File: src/hw/rtl/pswc_pkg.sv
package pswc_pkg;

   // field widths fixed by the stream format
   localparam int BYTE_W       = 8;
   localparam int POS_W        = 11;
   localparam int LEN_W        = 11;
   localparam int SUM_W        = 28;
   localparam int CSUM_W       = 27;
   localparam int OPA_W        = BYTE_W + 1;
   localparam int PROD_W       = OPA_W + POS_W + 1;
   localparam int REQ_TDATA_W  = 8;
   localparam int RSP_FIELDS_W = BYTE_W + LEN_W + CSUM_W;
   localparam int RSP_TDATA_W  = ((RSP_FIELDS_W + 7) / 8) * 8;
   localparam int RSP_PAD_W    = RSP_TDATA_W - RSP_FIELDS_W;

   // default packet size limit
   localparam int PAYLOAD_MAX_DEF = 1024;

   // decoupling queue between front and back
   localparam int QUEUE_DEPTH = 2;

   typedef logic [POS_W:0] pos_ext_type;

   // classified word handed from front to back
   typedef struct packed {
      logic [BYTE_W-1:0]       data_byte;
      logic                    last_byte;
      logic                    closing;
      logic [LEN_W-1:0]        length;
      logic [POS_W-1:0]        pos;
      logic signed [OPA_W-1:0] op_a;
      logic signed [BYTE_W-1:0] corr;
   } entry_type;

   // multiply stage contents in the back end
   typedef struct packed {
      logic [BYTE_W-1:0]         data_byte;
      logic                      last_byte;
      logic                      closing;
      logic [LEN_W-1:0]          length;
      logic signed [PROD_W-1:0]  prod;
      logic signed [BYTE_W-1:0]  corr;
   } mult_type;

   // result word held in the output register
   typedef struct packed {
      logic [BYTE_W-1:0]        out_byte;
      logic                     packet_end;
      logic                     last_packet;
      logic [LEN_W-1:0]         pkt_length;
      logic signed [CSUM_W-1:0] packet_checksum;
   } result_type;

   // handshake between two modules
   typedef struct packed {
      logic valid;
      logic ready;
   } hs_type;

endpackage

File: src/hw/rtl/packetizer_with_pair_swap_checksum_top.sv
// Packetizer with pair-swap checksum.
// Message bytes enter on the req_ stream, one byte per word, with req_tlast on
// the final byte of a message. Every byte comes back out on the rsp_ stream
// unchanged. A packet closes on the final message byte or when it holds
// PAYLOAD_MAX bytes; its closing word carries rsp_tlast, the packet length,
// the checksum and, in rsp_tuser, whether it is the last packet of the
// message. The checksum swaps bytes pairwise and sums signed byte times index.
// An accepted word passes the queue, the multiply stage and the output
// register to rsp_. Throughput: one byte per cycle unless rsp_ stalls,
// set by the single multiply-accumulate into the back-end running sum.
// Reset clears the packet position, the held byte, the running sum, the
// queue and the pipeline; the block accepts words right after reset.
// When the receiver stalls, the output register holds its word, the
// multiply stage and the two-word queue fill, and then req_tready drops.
module packetizer_with_pair_swap_checksum_top #(
   parameter int PAYLOAD_MAX = pswc_pkg::PAYLOAD_MAX_DEF
) (
   input  logic                             clock,
   input  logic                             reset,
   input  logic                             req_tvalid,
   output logic                             req_tready,
   input  logic [pswc_pkg::REQ_TDATA_W-1:0] req_tdata,  // data_byte[7:0]
   input  logic                             req_tlast,
   output logic                             rsp_tvalid,
   input  logic                             rsp_tready,
   // out_byte[7:0], pkt_length[18:8], packet_checksum[45:19], zero pad
   output logic [pswc_pkg::RSP_TDATA_W-1:0] rsp_tdata,
   output logic                             rsp_tlast,
   output logic                             rsp_tuser   // last_packet
);
   import pswc_pkg::*;

   hs_type     push_hs, pop_hs;
   entry_type  push_entry, pop_entry;
   result_type res_word;

   // front end: packet position and classification
   pswc_front #(
      .PAYLOAD_MAX (PAYLOAD_MAX)
   ) u_front (
      .clock        (clock),
      .reset        (reset),
      .in_valid     (req_tvalid),
      .in_data_byte (req_tdata[BYTE_W-1:0]),
      .in_last_byte (req_tlast),
      .push_ready   (push_hs.ready),
      .push_valid   (push_hs.valid),
      .push_entry   (push_entry)
   );

   // queue between front and back
   pswc_fifo u_fifo (
      .clock      (clock),
      .reset      (reset),
      .push_valid (push_hs.valid),
      .push_ready (push_hs.ready),
      .push_entry (push_entry),
      .pop_valid  (pop_hs.valid),
      .pop_ready  (pop_hs.ready),
      .pop_entry  (pop_entry)
   );

   // back end: multiply, accumulate, output register
   pswc_back u_back (
      .clock     (clock),
      .reset     (reset),
      .pop_valid (pop_hs.valid),
      .pop_ready (pop_hs.ready),
      .pop_entry (pop_entry),
      .out_valid (rsp_tvalid),
      .out_ready (rsp_tready),
      .out_word  (res_word)
   );

   assign req_tready = push_hs.ready;

   // pack result fields onto the stream
   assign rsp_tdata = {{RSP_PAD_W{1'b0}}, res_word.packet_checksum,
                       res_word.pkt_length, res_word.out_byte};
   assign rsp_tlast = res_word.packet_end;
   assign rsp_tuser = res_word.last_packet;

endmodule

File: src/hw/rtl/pswc_front.sv
module pswc_front #(
   parameter int PAYLOAD_MAX = pswc_pkg::PAYLOAD_MAX_DEF
) (
   input  logic                        clock,
   input  logic                        reset,
   input  logic                        in_valid,
   input  logic [pswc_pkg::BYTE_W-1:0] in_data_byte,
   input  logic                        in_last_byte,
   input  logic                        push_ready,
   output logic                        push_valid,
   output pswc_pkg::entry_type         push_entry
);
   import pswc_pkg::*;

   localparam pos_ext_type LIMIT = pos_ext_type'(PAYLOAD_MAX);

   logic [POS_W-1:0]  pos_ff, pos_in;
   logic [BYTE_W-1:0] held_ff, held_in;
   pos_ext_type       pos_plus;
   logic              closing;
   logic              accept;
   logic signed [OPA_W-1:0]  sb, sh;

   // classify the incoming byte against the packet position
   always_comb begin
      pos_plus = {1'b0, pos_ff} + pos_ext_type'(1);
      closing  = in_last_byte || (pos_plus >= LIMIT);
      sb       = OPA_W'($signed(in_data_byte));
      sh       = OPA_W'($signed(held_ff));
      push_entry.data_byte = in_data_byte;
      push_entry.last_byte = in_last_byte;
      push_entry.closing   = closing;
      push_entry.length    = pos_plus[LEN_W-1:0];
      push_entry.pos       = pos_ff;
      if (pos_ff[0]) begin
         // odd position: pair swap folds into pos*(b+h) - b
         push_entry.op_a = sb + sh;
         push_entry.corr = $signed(in_data_byte);
      end else if (closing) begin
         // trailing unpaired byte keeps its own index
         push_entry.op_a = sb;
         push_entry.corr = '0;
      end else begin
         push_entry.op_a = '0;
         push_entry.corr = '0;
      end
   end

   assign push_valid = in_valid;
   assign accept     = in_valid && push_ready;

   // position and held even byte
   always_comb begin
      pos_in  = pos_ff;
      held_in = held_ff;
      if (accept) begin
         if (closing) begin
            pos_in  = '0;
            held_in = '0;
         end else begin
            pos_in = pos_plus[POS_W-1:0];
            if (!pos_ff[0]) begin
               held_in = in_data_byte;
            end
         end
      end
   end

   always_ff @(posedge clock) begin
      if (reset) begin
         pos_ff  <= '0;
         held_ff <= '0;
      end else begin
         pos_ff  <= pos_in;
         held_ff <= held_in;
      end
   end

   // position never reaches the packet limit
   a_pos_in_range: assert property (@(posedge clock) disable iff (reset)
      {1'b0, pos_ff} < LIMIT)
      else $error("packet position beyond limit");

   // a final message byte restarts the packet
   a_last_restarts: assert property (@(posedge clock) disable iff (reset)
      accept && in_last_byte |=> pos_ff == '0 && held_ff == '0)
      else $error("packet state not cleared after last byte");

endmodule

File: src/hw/rtl/pswc_fifo.sv
module pswc_fifo (
   input  logic                clock,
   input  logic                reset,
   input  logic                push_valid,
   output logic                push_ready,
   input  pswc_pkg::entry_type push_entry,
   output logic                pop_valid,
   input  logic                pop_ready,
   output pswc_pkg::entry_type pop_entry
);
   import pswc_pkg::*;

   localparam int PTR_W = (QUEUE_DEPTH > 1) ? $clog2(QUEUE_DEPTH) : 1;
   localparam int CNT_W = $clog2(QUEUE_DEPTH + 1);
   localparam logic [PTR_W-1:0] LAST_SLOT = PTR_W'(QUEUE_DEPTH - 1);
   localparam logic [CNT_W-1:0] FULL_CNT  = CNT_W'(QUEUE_DEPTH);

   entry_type        queue_mem_ff [QUEUE_DEPTH];
   logic [PTR_W-1:0] wr_ptr_ff, wr_ptr_in;
   logic [PTR_W-1:0] rd_ptr_ff, rd_ptr_in;
   logic [CNT_W-1:0] count_ff, count_in;
   logic             do_push, do_pop;

   assign push_ready = (count_ff != FULL_CNT);
   assign pop_valid  = (count_ff != '0);
   assign pop_entry  = queue_mem_ff[rd_ptr_ff];
   assign do_push    = push_valid && push_ready;
   assign do_pop     = pop_valid && pop_ready;

   // pointer and fill count update
   always_comb begin
      wr_ptr_in = wr_ptr_ff;
      rd_ptr_in = rd_ptr_ff;
      count_in  = count_ff;
      if (do_push) begin
         wr_ptr_in = (wr_ptr_ff == LAST_SLOT) ? '0 : wr_ptr_ff + PTR_W'(1);
      end
      if (do_pop) begin
         rd_ptr_in = (rd_ptr_ff == LAST_SLOT) ? '0 : rd_ptr_ff + PTR_W'(1);
      end
      case ({do_push, do_pop})
         2'b10:   count_in = count_ff + CNT_W'(1);
         2'b01:   count_in = count_ff - CNT_W'(1);
         default: count_in = count_ff;
      endcase
   end

   always_ff @(posedge clock) begin
      if (reset) begin
         wr_ptr_ff <= '0;
         rd_ptr_ff <= '0;
         count_ff  <= '0;
      end else begin
         wr_ptr_ff <= wr_ptr_in;
         rd_ptr_ff <= rd_ptr_in;
         count_ff  <= count_in;
      end
   end

   // queue storage
   always_ff @(posedge clock) begin
      if (do_push) begin
         queue_mem_ff[wr_ptr_ff] <= push_entry;
      end
   end

endmodule

File: src/hw/rtl/pswc_back.sv
module pswc_back (
   input  logic                 clock,
   input  logic                 reset,
   input  logic                 pop_valid,
   output logic                 pop_ready,
   input  pswc_pkg::entry_type  pop_entry,
   output logic                 out_valid,
   input  logic                 out_ready,
   output pswc_pkg::result_type out_word
);
   import pswc_pkg::*;

   hs_type                   mult_hs, res_hs;
   logic                     mult_valid_ff, mult_valid_in;
   mult_type                 mult_ff, mult_in;
   logic                     res_valid_ff, res_valid_in;
   result_type               res_ff, res_in;
   logic signed [SUM_W-1:0]  sum_ff, sum_in;
   logic signed [SUM_W-1:0]  total;
   logic                     mult_load, res_load;

   // stage handshakes: each stage takes a word when it is empty or draining
   always_comb begin
      res_hs.valid  = res_valid_ff;
      res_hs.ready  = !res_valid_ff || out_ready;
      mult_hs.valid = mult_valid_ff;
      mult_hs.ready = !mult_valid_ff || res_hs.ready;
   end

   assign pop_ready = mult_hs.ready;
   assign mult_load = pop_valid && mult_hs.ready;
   assign res_load  = mult_hs.valid && res_hs.ready;

   // multiply stage: position times folded byte pair
   always_comb begin
      mult_valid_in = mult_valid_ff;
      mult_in       = mult_ff;
      if (mult_hs.ready) begin
         mult_valid_in = pop_valid;
      end
      if (mult_load) begin
         mult_in.data_byte = pop_entry.data_byte;
         mult_in.last_byte = pop_entry.last_byte;
         mult_in.closing   = pop_entry.closing;
         mult_in.length    = pop_entry.length;
         mult_in.prod      = PROD_W'(pop_entry.op_a) *
                             PROD_W'($signed({1'b0, pop_entry.pos}));
         mult_in.corr      = pop_entry.corr;
      end
   end

   // accumulate stage and result word
   always_comb begin
      total        = sum_ff + SUM_W'(mult_ff.prod) - SUM_W'(mult_ff.corr);
      res_valid_in = res_valid_ff;
      res_in       = res_ff;
      sum_in       = sum_ff;
      if (res_hs.ready) begin
         res_valid_in = mult_hs.valid;
      end
      if (res_load) begin
         res_in.out_byte = mult_ff.data_byte;
         if (mult_ff.closing) begin
            res_in.packet_end      = 1'b1;
            res_in.last_packet     = mult_ff.last_byte;
            res_in.pkt_length      = mult_ff.length;
            res_in.packet_checksum = total[CSUM_W-1:0];
            sum_in                 = '0;
         end else begin
            res_in.packet_end      = 1'b0;
            res_in.last_packet     = 1'b0;
            res_in.pkt_length      = '0;
            res_in.packet_checksum = '0;
            sum_in                 = total;
         end
      end
   end

   always_ff @(posedge clock) begin
      if (reset) begin
         mult_valid_ff <= 1'b0;
         res_valid_ff  <= 1'b0;
         sum_ff        <= '0;
      end else begin
         mult_valid_ff <= mult_valid_in;
         res_valid_ff  <= res_valid_in;
         sum_ff        <= sum_in;
      end
   end

   // payload registers
   always_ff @(posedge clock) begin
      mult_ff <= mult_in;
      res_ff  <= res_in;
   end

   assign out_valid = res_valid_ff;
   assign out_word  = res_ff;

   // a closing word leaves the running sum cleared
   a_sum_cleared: assert property (@(posedge clock) disable iff (reset)
      res_load && mult_ff.closing |=> sum_ff == '0)
      else $error("running sum not cleared at packet end");

   // trailer fields are zero on words that do not close a packet
   a_trailer_zero: assert property (@(posedge clock) disable iff (reset)
      res_valid_ff && !res_ff.packet_end |->
         res_ff.last_packet == 1'b0 && res_ff.pkt_length == '0 &&
         res_ff.packet_checksum == '0)
      else $error("trailer fields set without packet end");

endmodule
File: config.mk
export PLATFORM = sky130hd
export DESIGN_NAME = packetizer_with_pair_swap_checksum_top
export DESIGN_NICKNAME = d
export VERILOG_FILES = /design/src/hw/rtl/pswc_pkg.sv /design/src/hw/rtl/packetizer_with_pair_swap_checksum_top.sv /design/src/hw/rtl/pswc_front.sv /design/src/hw/rtl/pswc_fifo.sv /design/src/hw/rtl/pswc_back.sv
export SDC_FILE = /design/constraint.sdc
export NUM_CORES = 1
export LEC_CHECK = 0
export BUFFER_PORTS_ARGS = -buffer_cell sky130_fd_sc_hd__buf_2
export CELL_PAD_IN_SITES_DETAIL_PLACEMENT = 1
export CELL_PAD_IN_SITES_GLOBAL_PLACEMENT = 2
export CORE_ASPECT_RATIO = 0.9
export CORE_MARGIN = 3
export CORE_UTILIZATION = 46
export DETAILED_ROUTE_END_ITERATION = 10
export PLACE_DENSITY = 0.95
export RECOVER_POWER = 100
export SYNTH_ARGS = -nofsm -noshare
export SYNTH_HDL_FRONTEND = slang
export SYNTH_SLANG_ARGS = --single-unit
File: constraint.sdc
create_clock -name clock -period 10.6 [get_ports clock]
set_input_delay 0.53 -clock clock [delete_from_list [all_inputs] [get_ports clock]]
set_output_delay 0.53 -clock clock [all_outputs]
set_load 0.01 [all_outputs]
# Word level (Yosys, flattened, before mapping)

Memories as Yosys holds them, arrays and structs flattened. A register that Yosys moved wholly into a read port is not among the register bits.
Index checks and enable logic that the tools add are counted.
W data, S select, Z words.

Register bits after elaboration: 151
RAM bits: 98
Bits of input ports: 13
Output and inout port bits: 52
Logic and storage cells: 59
Memories kept: 1

Add/subtract/negate cells: 8
Multiply operators: 1
Magnitude comparators: 1
Equality and inequality tests: 4
Mux-type cells: 14
Reduce and logical (&&, ||, !) cells: 11

Memories:

| name                | words | bits a word | rd ports | clocked after Yosys merged registers in | wr ports | RTL line        | RTL |
|---|---|---|---|---|---|---|---|
| u_fifo.queue_mem_ff | 2     | 49          | 1        | 1                                       | 1        | pswc_fifo.sv:18 | `entry_type queue_mem_ff [QUEUE_DEPTH];` |

Operators by type and width:

| kind                    | number |
|---|---|
| $mux W40                | 1 |
| $mux W17                | 2 |
| $add A28 B21 Y28        | 1 |
| $mux W28                | 1 |
| $sub A28 B8 Y28         | 1 |
| $mul A9 B12 Y21         | 1 |
| $mux W8                 | 2 |
| $add A11 B1 Y12 const B | 1 |
| $ge A12 B11 Y1 const B  | 1 |
| $mux W11                | 1 |
| $add A8 B8 Y9           | 1 |
| $mux W1                 | 6 |
| $ne A2 B2 Y1 const B    | 2 |
| $pmux W2 S2             | 1 |
| $reduce_bool A2 Y1      | 2 |
| $logic_and A1 B1 Y1     | 3 |
| $logic_or A1 B1 Y1      | 3 |
| $add A1 B1 Y1 const B   | 2 |
| $add A2 B1 Y2 const B   | 1 |
| $eq A2 B1 Y1 const B    | 1 |
| $eq A2 B2 Y1 const B    | 1 |
| $logic_not A1 Y1        | 2 |
| $reduce_and A2 Y1       | 1 |
| $sub A2 B1 Y2 const B   | 1 |

# Depth between registers and ports, before layout

Word-level depth: 6
Mapped depth: 22
Gate-level depth less buffers: 19

# Hierarchy

From an unflattened synthesis, not the netlist that was laid out.

Cells, all modules: 1,278
Area, all modules: 14,881.8 sq um

Modules (own cells, without submodules):

| module                                 | times used | cells an instance | area an instance (sq um) | sequential area each (sq um) |
|---|---|---|---|---|
| pswc_back                              | 1          | 903               | 9,567.9                  | 3,523.4 |
| pswc_fifo                              | 1          | 176               | 3,744.8                  | 3,042.9 |
| pswc_front                             | 1          | 196               | 1,550.2                  | 380.4 |
| packetizer_with_pair_swap_checksum_top | 1          | 3                 | 18.8                     | 0.0 |

# Worst setup path before layout

OpenSTA, ideal clock, no wires.

Path type: register to register
Start: reg with a tool-made name
End: reg u_back.mult_ff[27] (netlist name) (data pin)
Library setup time: 0.258 ns
Data arrival time: 5.833 ns
Required time: 10.342 ns
Setup slack: 4.509 ns
Stages on the path, launching flop included: 23
Buffers on the path: 3
Period minus slack after synthesis: 6.091 ns
Cells stage by stage: dfxtp_1 > clkbuf_1 > clkbuf_1 > buf_2 > mux2i_1 > nor2_1 > fa_1 > inv_1 > fa_1 > inv_1 > fa_1 > inv_1 > fa_1 > inv_1 > ha_1 > ha_1 > and3_1 > nand3_1 > nor3_1 > or4b_1 > a31o_1 > a21oi_1 > xnor2_1

RTL lines:

| what                   | RTL line        | RTL |
|---|---|---|
| end signal: assignment | pswc_back.sv:93 | `mult_ff <= mult_in;` |
| end: declaration       | pswc_back.sv:15 | `mult_type mult_ff, mult_in;` |

==> run metrics <==
worst r2r path cells 16; vias in the first global route 11100; syn avg cell area 11.3 sq um; CTS tree yes; critical path arrival 8.45 ns; run status finished with violations; Die Y 178 um; worst hold path startpoint rsp_tready; GRT overflow 0; DP HPWL 27200 um; YS warnings 0; # diodes 0; clock transition at the registers of the reported paths 0.06 ns; TritonCTS Buffers 28; Req. time, crit path 11.00 ns; H-tree depth reported by CTS 1; pin count of the biggest net entering global routing 51; clk_lat worst skew 0.55 ns; FF-to-FF End u_back.mult_ff[28]$_DFFE_PP_; first-pass GRT wire length 61200 um; post-route ant nets 0; post-synthesis sequential area ratio 45.9%; CP Class reg -> reg; max-slew violation count 272; ys async rst share 0%; maxcap violations 7; Worst Setup End Kind flop; critical path's slowest cell dfxtp_1; Seq cells post-synth 249; port bufs 62; clock root cell clkbuf_16; DR iter-0 viols 697; Initial Util 47.1%; setup tns final 0 ns; endpoints failing hold 0; Layout fillers 3472; Pre-antenna DRT Iters 5; gpl congestion 0.879; CP max FO 33; # DRC 0; failing checks capacitance limit, slew limit; NumNets Final 1610; Critical Path Start Type flop; routed wire length per instance 20.7 um; I/O Pins 65; top cell type's share of synthesized area 38.9%; clk buf depth 3; Bufs and invs on worst path 3; WL final 38200 um; initial antenna violation count 0; vias per cell 5.54; RSZ-0062 raised after global routing no; Post-synth EDFFs 196; area grow syn2layout 10.8%; register-to-register setup slack 2.55 ns; die area 35100 sq um; Post CTS Setup Buffer Count 0; CP max stage delay 1.40 ns; Max Fclk 124 MHz; Die X 197 um; hold path endpoint u_back.out_valid$_SDFFE_PP0P_; Slew @ Worst Pin 3.25 ns; detailed-route via count 10200; Syn Inst Count 1342; Crit path max-delay family adder cells; hold-fix buffer count after cts 0; fin crit period 8.05 ns; Worst Skew 0.0227 ns; row count 62; top_reg_cell synth edfxtp_1; Worst Hold Class in -> reg; Tcrit/Tclk final 75.9%; Cell variety after synth 67; GRT Total Usage 22.3%; relative slew slack -117%; synthesized area 15100 sq um; layout cell share with drive strength beyond 1 6.98%; Core Region 32100 sq um; CTS resizes 0; CP cell instances buf_4 -> mux2i_1 -> inv_1 -> nand2_1 -> fa_1 -> fa_1 -> inv_1 -> fa_1 -> fa_1 -> fa_1 -> ha_1 -> or4_1 -> o21ai_0 -> o211ai_1 -> or4_1 -> nand3_1; Finish-stage setup viols 0; hold path depth 4; Synth area leaders edfxtp_1 (39%), fa_1 (12%), ha_1 (7.9%), dfxtp_1 (7.0%), inv_1 (4.8%); clk sinks 249; leading area contributor after synthesis edfxtp_1; Crit path top cell by count fa_1
[area by class of cell]
cell class | instances | area (sq um) | area share [%]
multi-input cells | 864 | 7250 | 43.3
flip-flops and latches | 249 | 6950 | 41.5
clock buffers | 31 | 733 | 4.38
inverters | 194 | 728 | 4.35
well taps | 416 | 520 | 3.11
repair buffers | 73 | 289 | 1.73
clock inverters | 21 | 275 | 1.64
[synth_stat cells, types with 16 or more instances]
library cell	instances
a21oi_1	48
a22o_1	19
nand2_1	107
mux2_2	47
clkbuf_1	27
nor3_1	23
xnor2_1	39
mux2i_1	22
nor2_1	108
and2_1	51
ha_1	96
o21ai_0	25
a21o_1	20
fa_1	91
nand3_1	16
edfxtp_1	196
inv_1	193
xor2_1	17
dfxtp_1	53
[registers in the layout, indices dropped and copies added (netlist names), named ones only]
register,flops
u_fifo.queue_mem_ff,98
u_back.mult_ff,50
u_back.out_word,48
u_back.sum_ff,27
u_front.pos_ff,11
u_front.held_ff,8
u_fifo.count_ff,2
u_back.mult_valid_ff,1
u_back.out_valid,1
u_fifo.rd_ptr_ff,1
u_fifo.wr_ptr_ff,1
[cells in the final DEF, fill, tap and decap left out, types with 29 or more instances in the layout]
cell,n
o21ai_0,34
and2_0,34
dfxtp_1,53
xnor2_1,39
fa_1,91
mux2_2,42
nand2_1,107
a21oi_1,48
clkbuf_16,29
edfxtp_1,196
nor2_1,109
clkbuf_1,69
inv_1,193
ha_1,96
[how the worst max path moves through the flow]
stage               slack, ns  cells after the start  startpoint                            to
floorplan                4.51                     22        flop  u_back.mult_ff[27]$_DFFE_PP_
global placement         3.71                     17        flop  u_back.mult_ff[27]$_DFFE_PP_
detailed placement       3.28                     17        flop  u_back.mult_ff[27]$_DFFE_PP_
CTS                      3.21                     17        flop  u_back.mult_ff[27]$_DFFE_PP_
global route             2.07                     16        flop  u_back.mult_ff[28]$_DFFE_PP_
finish                   2.55                     16        flop  u_back.mult_ff[28]$_DFFE_PP_
[per-layer routing]
metal	global-route usage, %	up-vias	part of all wire (%)
met5	0	-	0
met1	29.2	5234	44
li1	-	4710	-
met2	39.4	230	49
met4	5.46	0	2.2
met3	3.36	55	4.9
[per-stage QoR]
stage                     worst slack, ns  hold WS [ns]  std cells  utilization (%)  cell area [sq um]
final                                2.55         0.309       1848             52.1              16700
after global placement               3.71         0.406       1796             49.6              15900
after CTS                            3.21         0.230       1848             52.7              16900
after global routing                 2.07         0.327       1848             52.1              16700
after detailed placement             3.28         0.407       1796             49.6              15900
after floorplan                      4.51         0.400       1343                -              15100
[kinds of logic (layout without fill, tap and decap cells)]
| family | Yosys count | count (layout) | synth area share [%] |
|---|---|---|---|
| multiplexers | 69 | 69 | 4.96 |
| buffers and inverters | 230 | 319 | 5.83 |
| AND/OR/NAND/NOR | 356 | 356 | 11.2 |
| flip-flops | 249 | 249 | 45.9 |
| adder cells (fa/ha/maj) | 187 | 187 | 20.0 |
| XOR/XNOR | 56 | 56 | 3.24 |
| other | 1 | 2 | 0.0248 |
| AO/OA/AOI/OAI | 194 | 194 | 8.79 |
[tightest hold or removal path, cell delays in order]
cell and delay, ns:
buf_2 0.08, nor2b_1 0.07, nor2_1 0.09, nor2_1 0.04
Power is not shown: default switching activity piles up to over one toggle a cycle in this logic, so the estimate is an artifact.
